### src/hdl/vsfs_pkg.sv
// Shared types, constants and frame-building functions for the VFD segment frame shifter.
`default_nettype none
package vsfs_pkg;

    localparam int NUM_POS       = 4;
    localparam int FRAME_BITS    = 40;
    localparam int NUM_GLYPHS    = 13;
    localparam int SEGS          = 7;
    localparam int DOT_LSB       = 8;
    localparam int ALWAYS_ON_BIT = 37;
    localparam int CNT_W         = $clog2(FRAME_BITS);
    localparam int QDEPTH        = 2;
    localparam int QPTR_W        = $clog2(QDEPTH);
    localparam int QCNT_W        = $clog2(QDEPTH + 1);

    localparam logic [6:0] SHAPE_VALID   = 7'h62;
    localparam logic [6:0] SHAPE_INVALID = 7'h02;
    localparam logic [7:0] DOT_MASK_RST  = 8'd24;

    localparam logic [1:0] IND_OFF     = 2'd0;
    localparam logic [1:0] IND_VALID   = 2'd1;
    localparam logic [1:0] IND_INVALID = 2'd2;

    typedef enum logic [1:0] {
        MODE_CHAR = 2'd0,
        MODE_DOTS = 2'd1,
        MODE_IND  = 2'd2,
        MODE_NONE = 2'd3
    } t_mode;

    typedef logic [3:0]              t_glyph;
    typedef logic [NUM_POS-1:0][3:0] t_glyphs;
    typedef logic [CNT_W-1:0]        t_bitidx;

    typedef struct packed {
        t_mode      kind;
        logic [1:0] pos;
        t_glyph     glyph;
        logic [7:0] dots;
        logic [1:0] ind;
        logic       emit;
    } t_cmd;

    localparam logic [6:0] GLYPH_SHAPE [NUM_GLYPHS] = '{
        7'h00, 7'h3F, 7'h06, 7'h5B, 7'h4F, 7'h66, 7'h6D,
        7'h7D, 7'h07, 7'h7F, 7'h67, 7'h40, 7'h08
    };

    // frame bit (segment number minus one) per position, segments a..g
    localparam t_bitidx SEG_BIT [NUM_POS][SEGS] = '{
        '{6'd8,  6'd6,  6'd7,  6'd8,  6'd8,  6'd10, 6'd9},
        '{6'd0,  6'd1,  6'd3,  6'd2,  6'd36, 6'd5,  6'd4},
        '{6'd35, 6'd34, 6'd32, 6'd35, 6'd33, 6'd38, 6'd39},
        '{6'd29, 6'd28, 6'd26, 6'd25, 6'd27, 6'd31, 6'd30}
    };

    function automatic t_glyph glyph_of(input logic [7:0] code);
        t_glyph g;
        unique case (code)
            8'h30:   g = 4'd1;
            8'h31:   g = 4'd2;
            8'h32:   g = 4'd3;
            8'h33:   g = 4'd4;
            8'h34:   g = 4'd5;
            8'h35:   g = 4'd6;
            8'h36:   g = 4'd7;
            8'h37:   g = 4'd8;
            8'h38:   g = 4'd9;
            8'h39:   g = 4'd10;
            8'h2D:   g = 4'd11;
            8'h5F:   g = 4'd12;
            default: g = 4'd0;
        endcase
        return g;
    endfunction

    function automatic logic [FRAME_BITS-1:0] build_frame(
        input t_glyphs    g,
        input logic [7:0] dots,
        input logic [1:0] ind
    );
        logic [FRAME_BITS-1:0] f;
        logic [6:0]            shape;
        f = '0;
        f[DOT_LSB +: 8] = dots;
        f[ALWAYS_ON_BIT] = 1'b1;
        for (int p = 0; p < NUM_POS; p++) begin
            shape = (g[p] < 4'(NUM_GLYPHS)) ? GLYPH_SHAPE[g[p]] : 7'h00;
            if (p == 0) begin
                if (ind == IND_VALID) begin
                    shape = SHAPE_VALID;
                end else if (ind == IND_INVALID) begin
                    shape = SHAPE_INVALID;
                end
            end
            for (int s = 0; s < SEGS; s++) begin
                if (shape[s]) begin
                    f[SEG_BIT[p][s]] = 1'b1;
                end
            end
        end
        return f;
    endfunction

endpackage
`default_nettype wire

### src/hdl/vfd_segment_frame_shifter.sv
// Top level: VFD segment frame shifter, front end, command queue and shift back end.
// A command is registered in the queue before the back end sees it; when the back end
// takes a reloading command it loads the frame register, which offers the first bit.
// The frame then leaves the one-bit-per-clock shift register while the output is ready,
// and no further command is taken until its last bit is accepted.
// Reset: synchronous active low; clears glyphs, dots, indicator, queue, sets mask to 24.
`default_nettype none
module vfd_segment_frame_shifter (
    input  wire logic       i_clk,
    input  wire logic       i_rst_n,
    input  wire logic       i_cfg_we,
    input  wire logic [7:0] i_cfg_data,
    input  wire logic       i_in_valid,
    output logic            o_in_ready,
    input  wire logic [1:0] i_mode,
    input  wire logic [1:0] i_position,
    input  wire logic [7:0] i_char_code,
    input  wire logic [7:0] i_dot_bits,
    input  wire logic [1:0] i_indicator,
    input  wire logic       i_reload,
    output logic            o_out_valid,
    input  wire logic       i_out_ready,
    output logic            o_serial_bit,
    output logic            o_strobe_last
);
    import vsfs_pkg::*;

    logic q_full;
    logic q_push;
    logic q_valid;
    logic q_pop;
    t_cmd f_cmd;
    t_cmd q_cmd;

    vsfs_front u_front (
        .i_clk       (i_clk),
        .i_rst_n     (i_rst_n),
        .i_in_valid  (i_in_valid),
        .o_in_ready  (o_in_ready),
        .i_mode      (i_mode),
        .i_position  (i_position),
        .i_char_code (i_char_code),
        .i_dot_bits  (i_dot_bits),
        .i_indicator (i_indicator),
        .i_reload    (i_reload),
        .i_q_full    (q_full),
        .o_push      (q_push),
        .o_cmd       (f_cmd)
    );

    vsfs_queue u_queue (
        .i_clk   (i_clk),
        .i_rst_n (i_rst_n),
        .i_push  (q_push),
        .i_cmd   (f_cmd),
        .o_full  (q_full),
        .o_valid (q_valid),
        .i_pop   (q_pop),
        .o_cmd   (q_cmd)
    );

    vsfs_back u_back (
        .i_clk         (i_clk),
        .i_rst_n       (i_rst_n),
        .i_cfg_we      (i_cfg_we),
        .i_cfg_data    (i_cfg_data),
        .i_q_valid     (q_valid),
        .i_cmd         (q_cmd),
        .o_pop         (q_pop),
        .o_out_valid   (o_out_valid),
        .i_out_ready   (i_out_ready),
        .o_serial_bit  (o_serial_bit),
        .o_strobe_last (o_strobe_last)
    );

endmodule
`default_nettype wire

### src/hdl/vsfs_front.sv
// Command front end: accepts items, decodes mode and character, drops unused modes.
`default_nettype none
module vsfs_front (
    input  wire logic          i_clk,
    input  wire logic          i_rst_n,
    input  wire logic          i_in_valid,
    output logic               o_in_ready,
    input  wire logic [1:0]    i_mode,
    input  wire logic [1:0]    i_position,
    input  wire logic [7:0]    i_char_code,
    input  wire logic [7:0]    i_dot_bits,
    input  wire logic [1:0]    i_indicator,
    input  wire logic          i_reload,
    input  wire logic          i_q_full,
    output logic               o_push,
    output vsfs_pkg::t_cmd     o_cmd
);
    import vsfs_pkg::*;

    t_mode w_mode;

    assign w_mode     = t_mode'(i_mode);
    assign o_in_ready = !i_q_full;
    assign o_push     = i_in_valid && !i_q_full && (w_mode != MODE_NONE);

    always_comb begin
        o_cmd.kind  = w_mode;
        o_cmd.pos   = i_position;
        o_cmd.glyph = glyph_of(i_char_code);
        o_cmd.dots  = i_dot_bits;
        o_cmd.ind   = i_indicator;
        o_cmd.emit  = (w_mode == MODE_IND) ? 1'b1 : i_reload;
    end

    a_no_push_full: assert property (@(posedge i_clk) disable iff (!i_rst_n)
        i_q_full |-> !o_push) else $error("push into full queue");
    a_mode_none_dropped: assert property (@(posedge i_clk) disable iff (!i_rst_n)
        (w_mode == MODE_NONE) |-> !o_push) else $error("unused mode queued");
    a_ind_emits: assert property (@(posedge i_clk) disable iff (!i_rst_n)
        (o_push && w_mode == MODE_IND) |-> o_cmd.emit) else $error("indicator without reload");

endmodule
`default_nettype wire

### src/hdl/vsfs_queue.sv
// Two-entry command queue between front end and frame back end.
`default_nettype none
module vsfs_queue (
    input  wire logic           i_clk,
    input  wire logic           i_rst_n,
    input  wire logic           i_push,
    input  wire vsfs_pkg::t_cmd i_cmd,
    output logic                o_full,
    output logic                o_valid,
    input  wire logic           i_pop,
    output vsfs_pkg::t_cmd      o_cmd
);
    import vsfs_pkg::*;

    t_cmd              r_mem [QDEPTH];
    logic [QPTR_W-1:0] r_wr, n_wr;
    logic [QPTR_W-1:0] r_rd, n_rd;
    logic [QCNT_W-1:0] r_count, n_count;
    logic              w_pop;

    assign o_full  = (r_count == QCNT_W'(QDEPTH));
    assign o_valid = (r_count != '0);
    assign o_cmd   = r_mem[r_rd];
    assign w_pop   = i_pop && o_valid;

    always_comb begin
        n_wr    = i_push ? r_wr + 1'b1 : r_wr;
        n_rd    = w_pop  ? r_rd + 1'b1 : r_rd;
        n_count = r_count;
        if (i_push && !w_pop) begin
            n_count = r_count + 1'b1;
        end else if (!i_push && w_pop) begin
            n_count = r_count - 1'b1;
        end
    end

    always_ff @(posedge i_clk) begin
        if (!i_rst_n) begin
            r_wr    <= '0;
            r_rd    <= '0;
            r_count <= '0;
        end else begin
            r_wr    <= n_wr;
            r_rd    <= n_rd;
            r_count <= n_count;
        end
    end

    always_ff @(posedge i_clk) begin
        if (i_push) begin
            r_mem[r_wr] <= i_cmd;
        end
    end

    a_count_range: assert property (@(posedge i_clk) disable iff (!i_rst_n)
        r_count <= QCNT_W'(QDEPTH)) else $error("queue count overflow");
    a_push_full: assert property (@(posedge i_clk) disable iff (!i_rst_n)
        o_full |-> !i_push) else $error("push while full");
    a_count_track: assert property (@(posedge i_clk) disable iff (!i_rst_n)
        (i_push && !w_pop) |=> (r_count == $past(r_count) + 1'b1))
        else $error("queue count lost a push");

endmodule
`default_nettype wire

### src/hdl/vsfs_back.sv
// Back end: display state, frame build and serial shift with strobe on the last bit.
`default_nettype none
module vsfs_back (
    input  wire logic           i_clk,
    input  wire logic           i_rst_n,
    input  wire logic           i_cfg_we,
    input  wire logic [7:0]     i_cfg_data,
    input  wire logic           i_q_valid,
    input  wire vsfs_pkg::t_cmd i_cmd,
    output logic                o_pop,
    output logic                o_out_valid,
    input  wire logic           i_out_ready,
    output logic                o_serial_bit,
    output logic                o_strobe_last
);
    import vsfs_pkg::*;

    logic [7:0]            r_dot_mask;
    t_glyphs               r_glyph, n_glyph;
    logic [7:0]            r_dot, n_dot;
    logic [1:0]            r_ind, n_ind;
    logic [FRAME_BITS-1:0] r_frame;
    logic [FRAME_BITS-1:0] w_frame;
    t_bitidx               r_cnt;
    logic                  r_busy;
    logic                  w_emit;
    logic                  w_out_acc;
    logic                  w_last;

    assign o_pop         = i_q_valid && !r_busy;
    assign o_out_valid   = r_busy;
    assign w_last        = (r_cnt == t_bitidx'(FRAME_BITS - 1));
    assign o_serial_bit  = r_frame[FRAME_BITS-1];
    assign o_strobe_last = w_last;
    assign w_out_acc     = r_busy && i_out_ready;

    always_comb begin
        n_glyph = r_glyph;
        n_dot   = r_dot;
        n_ind   = r_ind;
        w_emit  = 1'b0;
        if (o_pop) begin
            w_emit = i_cmd.emit;
            unique case (i_cmd.kind)
                MODE_CHAR: n_glyph[i_cmd.pos] = i_cmd.glyph;
                MODE_DOTS: n_dot = i_cmd.dots;
                MODE_IND:  n_ind = i_cmd.ind;
                default:   w_emit = 1'b0;
            endcase
            if (w_emit) begin
                n_dot = n_dot & r_dot_mask;
            end
        end
        w_frame = build_frame(n_glyph, n_dot, n_ind);
    end

    always_ff @(posedge i_clk) begin
        if (!i_rst_n) begin
            r_dot_mask <= DOT_MASK_RST;
            r_glyph    <= '0;
            r_dot      <= '0;
            r_ind      <= IND_OFF;
            r_busy     <= 1'b0;
            r_cnt      <= '0;
        end else begin
            if (i_cfg_we) begin
                r_dot_mask <= i_cfg_data;
            end
            r_glyph <= n_glyph;
            r_dot   <= n_dot;
            r_ind   <= n_ind;
            if (w_emit) begin
                r_busy <= 1'b1;
                r_cnt  <= '0;
            end else if (w_out_acc) begin
                r_cnt <= r_cnt + 1'b1;
                if (w_last) begin
                    r_busy <= 1'b0;
                end
            end
        end
    end

    always_ff @(posedge i_clk) begin
        if (w_emit) begin
            r_frame <= w_frame;
        end else if (w_out_acc) begin
            r_frame <= {r_frame[FRAME_BITS-2:0], 1'b0};
        end
    end

    a_last_ends: assert property (@(posedge i_clk) disable iff (!i_rst_n)
        (w_out_acc && w_last) |=> !r_busy) else $error("shift runs past last bit");
    a_emit_starts: assert property (@(posedge i_clk) disable iff (!i_rst_n)
        w_emit |=> (r_busy && r_cnt == '0)) else $error("frame load did not start shift");
    a_stall_holds: assert property (@(posedge i_clk) disable iff (!i_rst_n)
        (r_busy && !i_out_ready) |=> ($stable(r_frame) && $stable(r_cnt)))
        else $error("frame moved while stalled");
    a_no_pop_busy: assert property (@(posedge i_clk) disable iff (!i_rst_n)
        (r_busy && !w_out_acc) |=> !$past(o_pop)) else $error("command taken mid-frame");

endmodule
`default_nettype wire
### config.mk
export PLATFORM = sky130hd
export DESIGN_NAME = vfd_segment_frame_shifter
export DESIGN_NICKNAME = d
export VERILOG_FILES = /design/src/hdl/vsfs_pkg.sv /design/src/hdl/vfd_segment_frame_shifter.sv /design/src/hdl/vsfs_front.sv /design/src/hdl/vsfs_queue.sv /design/src/hdl/vsfs_back.sv
export SDC_FILE = /design/constraint.sdc
export NUM_CORES = 1
export LEC_CHECK = 0
export ABC_AREA = 1
export BUFFER_PORTS_ARGS = -buffer_cell sky130_fd_sc_hd__buf_2
export CAP_MARGIN = 10
export CORE_ASPECT_RATIO = 1.1
export CORE_UTILIZATION = 35
export DETAILED_ROUTE_END_ITERATION = 8
export PLACE_DENSITY = 0.51
export SETUP_SLACK_MARGIN = 0.2
export SLEW_MARGIN = 15
export SYNTH_ARGS = -nofsm -noshare
export SYNTH_HDL_FRONTEND = slang
export SYNTH_SLANG_ARGS = --single-unit
### constraint.sdc
create_clock -name i_clk -period 2.4 [get_ports i_clk]
set_input_delay 0.48 -clock i_clk [delete_from_list [all_inputs] [get_ports i_clk]]
set_output_delay 0.48 -clock i_clk [all_outputs]
set_load 0.01 [all_outputs]
### Word-level counts from Yosys, hierarchy flattened

Memory sizes are Yosys's and may differ from the RTL's. A register that Yosys moved wholly into a read port is not among the register bits.
Cells that the tools add are included.

* register bits after elaboration: 85
* bits in writable memories: 38
* memory bits (read-only): 448
* bits of input ports: 36
* output and inout port bits: 4
* word-level logic and storage cells: 149
* memories kept: 5

Memories
* (no name shown): depth 16, bits a word 7, read ports 1, clocked after Yosys merged registers in 0, wr ports 0, line vsfs_pkg.sv:88 `shape = (g[p] < 4'(NUM_GLYPHS)) ? GLYPH_SHAPE[g[p]] : 7'h00;`
* (no name shown): depth 16, bits a word 7, read ports 1, clocked after Yosys merged registers in 0, wr ports 0, line vsfs_pkg.sv:88
* (no name shown): depth 16, bits a word 7, read ports 1, clocked after Yosys merged registers in 0, wr ports 0, line vsfs_pkg.sv:88
* (no name shown): depth 16, bits a word 7, read ports 1, clocked after Yosys merged registers in 0, wr ports 0, line vsfs_pkg.sv:88
* u_queue.r_mem: depth 2, bits a word 19, read ports 1, clocked after Yosys merged registers in 1, wr ports 1, line vsfs_queue.sv:15 `t_cmd r_mem [QDEPTH];`

* add/subtract/negate cells: 5
* order comparisons: 10
* equality and inequality tests: 20
* muxes and demuxes: 69
* bitwise operators: 6
* reduce and logical (&&, ||, !) cells: 20

Operator list (number)
* $mux W7: 14
* $eq A8 B6 Y1 const B: 11
* $mux W40: 2
* $pmux W4 S12: 1
* $mux W1: 39
* $mux W16: 2
* $mux W8: 4
* $ge A5 B5 Y1 const B: 4
* $not A4 Y5: 4
* $bwmux W16: 1
* $lt A4 B4 Y1 const B: 4
* $and A8 B8 Y8: 1
* $demux W4 S2: 1
* $eq A2 B2 Y1 const B: 4
* $eq A8 B7 Y1 const B: 1
* $logic_and A1 B1 Y1: 8
* $mux W2: 4
* $reduce_bool A2 Y1: 4
* $add A6 B1 Y6 const B: 1
* $eq A6 B6 Y1 const B: 1
* $eq A2 B1 Y1 const B: 2
* $logic_not A1 Y1: 4
* $mux W4: 1
* $lt A2 B3 Y1 const B: 1
* other kinds (10): 11

### Logic depth before layout (Yosys ltp)

* word-level depth: 18
* depth in mapped cells: 17

### By module

A second synthesis with hierarchy kept.

* cell total of the unflattened synthesis: 715
* area, all modules: 6326.1 sq um

Modules (own cells, without submodules)
* vsfs_back: instances 1, cells an instance 544, area each 4271.6 sq um, sequential area each 1921.8 sq um
* vsfs_queue: instances 1, cells an instance 95, area each 1659.1 sq um, sequential area each 1241.2 sq um
* vsfs_front: instances 1, cells an instance 76, area each 395.4 sq um, sequential area each 0.0 sq um

### Worst setup path after synthesis

No wires, ideal clock.

* kind: register to register
* start point: register u_queue.r_count[0]
* end point: memory u_queue.r_mem[1][0] (netlist bit) (enable)
* arrival: 1675 ps
* data required time: 2004 ps
* path slack: 329 ps
* stages on the path, launching flop included: 6
* period minus slack after synthesis: 2071 ps
* cell sequence: dfxtp_1 inv_1 nand2_1 and3_1 inv_1 nor2_1

* cells in the longest elaborated chain, start to end: 6

RTL lines
* start: declaration: line vsfs_queue.sv:18 `logic [QCNT_W-1:0] r_count, n_count;`
* start signal: assignment: line vsfs_queue.sv:45 `r_count <= n_count;`
* $eq A2 B2 Y1: line vsfs_queue.sv:21 `assign o_full = (r_count == QCNT_W'(QDEPTH));`
* $logic_not A1 Y1
* via o_in_ready: line vfd_segment_frame_shifter.sv:14 `output logic o_in_ready,`
* $logic_and A1 B1 Y1 (2 in a row): line vsfs_front.sv:24 `assign o_push = i_in_valid && !i_q_full && (w_mode != MODE_NONE);`
* via q_push: line vfd_segment_frame_shifter.sv:29 `logic q_push;`
* $mux W1: line vsfs_queue.sv:50 `if (i_push) begin`
* $mux W1 (not written as such): line vsfs_queue.sv:51 `r_mem[r_wr] <= i_cmd;`
* end: declaration: line vsfs_queue.sv:15

The timed path passes the listed nets, and every way through them passes these cells.

==> impl_metrics.py <==
metrics = {
    "logic_synthesis": {
        "yosys_most_used_dff": "edfxtp_1",
        "ys_ff_latch": 124,
        "synth-async-reset-ratio": 0,
        "yosysMostFrequentCell": "nand2_1",
        "netlist_top_cells_area": "edfxtp_1 (34%), dfxtp_1 (19%), nand2_1 (9.6%)",
        "synth.avg_cell_area_um2": 8.89,
        "yosysWarningCount": 0,
        "netlist.area_leader.share": 0.345,
        "synthCells": 666,
        "yosysTopAreaCell": "edfxtp_1",
        "netlist_area_um2": 5920,
        "yosysSeqAreaShare": 0.534,
        "synth_edf_count": 68,
        "synthTopCellsByCount": "nand2_1 (152), nor2_1 (79), edfxtp_1 (68), inv_1 (64), dfxtp_1 (56)",
        "synth_cell_types": 44,
        "synth_nets": 715,
    },
    "route": {
        "ant_nets": 0,
        "routed_wirelength_um": 12900,
        "dr.pass1.iters": 5,
        "viasPerCell": 4.76,
        "wl_per_cell_um": 13.3,
        "route.vias.total": 4618,
        "drtIter0Drc": 204,
        "drc": 0,
    },
    "global_routing": {
        "grt_max_degree": 29,
        "grt_pass1_vias": 4239,
        "grt_first_pass_wirelength_um": 20300,
        "grt_usage": 0.149,
        "antenna_found_initial": 0,
        "overflow": 0,
    },
    "min_path": {
        "holdPathStages": 1,
        "hold_start": "i_indicator[1]",
        "hold_path_class": "in2reg",
        "holdPathEnd": "u_queue.r_mem[1][2]",
    },
    "timing": {
        "timing.fmax_mhz": 449,
        "worst_slack_ns": 0.173,
        "worst_pin_slew_ns": 0.496,
        "drv_slew": 0,
        "final.min_clock_period_ns": 2.23,
        "relSlewSlack": 0.665,
        "tns_ns": 0,
        "setup_viol": 0,
        "finClkSkew_ns": 0.0103,
        "period_share": 0.928,
        "hold_viol": 0,
        "rsz0062_at_grt": "true",
    },
    "clock_network": {
        "cts_tree": "done",
        "cts_buffer_depth": 2,
        "cts_buffers": 17,
        "clk_pin_slew_ns": 0.06,
        "htreeDepth": 4,
        "numClockSinks": 124,
        "clkLatencyLatePin_ns": 0.42,
        "cts_root_buffer": "clkbuf_16",
    },
    "status": {
        "outcome": "finished clean",
    },
    "layout": {
        "drive_gt1_frac": 0.292,
        "area.growth.synth_to_final_pct": 30.8,
        "antennaDiodeCount": 0,
        "fin_util": 0.471,
        "nNetsFinal": 802,
    },
    "worst_setup_path": {
        "r2r_cells": 13,
        "endpoint_kind": "flip-flop",
        "criticalPathCategory": "reg2reg",
        "worstPathArrival_ns": 2.40,
        "r2r_setup_slack_ns": 0.17,
        "required_ns": 2.57,
        "regToRegEndpoint": "u_back.r_frame[5]",
        "cp-start-kind": "flip-flop",
        "path_max_fanout": 8,
    },
    "die": {
        "row_count": 49,
        "die_w_um": 126,
        "ios": 40,
        "initial_utilization": 0.360,
        "chipHeight_um": 138,
        "fp.coreArea_um2": 16400,
        "die_area_um2": 17400,
    },
    "flow_run": {
        "maxCapViolCount": 0,
    },
    "power_and_ir_drop": {
        "power_mw": 8.71,
        "p_leak_nw": 3.19,
        "ir_drop_v": 0.000557,
        "powerDensity_nw_per_um2": 1130,
    },
    "placement": {
        "place_hpwl_um": 8650,
        "pre_cts_slack_ns": 0.0878,
        "io_buffers": 39,
        "gp_congestion": 0.829,
    },
}
cell families (layout without fill, tap and decap cells):
family                     Yosys count  in the layout  synth area share
xor gates and xnor gates             4              4           0.00592
adders and majority gates           13             13            0.0275
and+or+nand+nor                    312            312             0.236
muxes                                1              1           0.00169
DFF                                124            124             0.534
buffers and inverters               99            199            0.0687
AOI/OAI and AO/OA                  113            113             0.126
flip-flops by register name, summed over array words and instances, names as in the netlist, named ones only:
register,count
u_queue.r_count,2
u_back.o_out_valid,1
u_back.r_frame,40
u_back.r_cnt,6
u_queue.r_wr,1
u_queue.r_mem,38
u_back.r_glyph,16
u_back.r_dot_mask,8
u_queue.r_rd,1
u_back.r_dot,8
u_back.r_ind,2
cell usage in the layout (no fill, tap or decap), drive strengths merged, types with 5 or more instances in the layout:
cell | synthesis | layout
o221ai | 5 | 5
nand4 | 7 | 7
edfxtp | 68 | 68
nor3 | 12 | 12
dfxtp | 56 | 56
buf | 8 | 82
clkinv | 1 | 7
a21oi | 27 | 27
nand3 | 36 | 36
o21ai | 64 | 64
nor2 | 82 | 82
inv | 82 | 84
nand2 | 168 | 168
o22ai | 8 | 8
ha | 13 | 13
clkbuf | 8 | 20
where the power goes:
part,internal (mW),switching (mW),total (mW)
clock,1.64,0.957,2.59
combinational,1.23,1.94,3.17
sequential,2.78,0.164,2.95
stage by stage:
stage               hold WS [ns]  cells  cell area [µm²]
floorplan                  0.425    666             5920
global placement           0.437    907             6410
detailed placement         0.441    907             6410
CTS                        0.227    943             7120
global route               0.229    970             7740
finish                     0.249    970             7740
worst max-delay path by stage:
stage                                  start  cells past startpoint  slack (ns)                  end
after global routing               flip-flop                     14        0.06   u_back.r_frame[33]
after detailed placement           flip-flop                     11        0.09    u_back.r_frame[4]
final                              flip-flop                     13        0.17    u_back.r_frame[5]
after global placement             flip-flop                     13        0.14   u_back.r_frame[35]
after floorplan           u_queue.r_count[0]                      5        0.33  u_queue.r_mem[1][0]
after CTS                          flip-flop                     16        0.20   u_back.r_frame[35]
critical path, stage by stage, from the launching register on:
cell and delay [ns]:
dfxtp_4 0.37, buf_12 0.13, clkinv_8 0.08, nand2_4 0.08
nand2_2 0.07, nor2_4 0.16, buf_12 0.14, nand2_8 0.09
o21ai_4 0.24, ha_1 0.30, inv_1 0.07, o21ai_0 0.08
nand3_1 0.10, nand2_1 0.05
per-layer routing:
| layer | track usage | routed length (µm) | vias up |
|---|---|---|---|
| li1 | - | - | 2391 |
| met1 | 0.196 | 6080 | 2126 |
| met5 | 0 | 0 | - |
| met3 | 0.0387 | 396 | 20 |
| met2 | 0.225 | 6180 | 81 |
| met4 | 0.0793 | 248 | 0 |
what timing repair did:
item                       in CTS  in global routing
setup endpoints to repair      16                 23
cloned                          1                  1
hold buffers                    0                  0
buffers inserted                3                 26
pin swaps                       5                 41
resized for setup              10                 95
area by class of cell:
type	instances	area, µm²
Clock buffer	19	433
Timing Repair Buffer	84	641
Fill cell	1523	8690
Tap cell	204	255
Sequential cell	124	3170
Clock inverter	13	165
Inverter	83	332
Multi-Input combinational cell	443	2750
No activity file was read; power rests on OpenSTA's default activity.
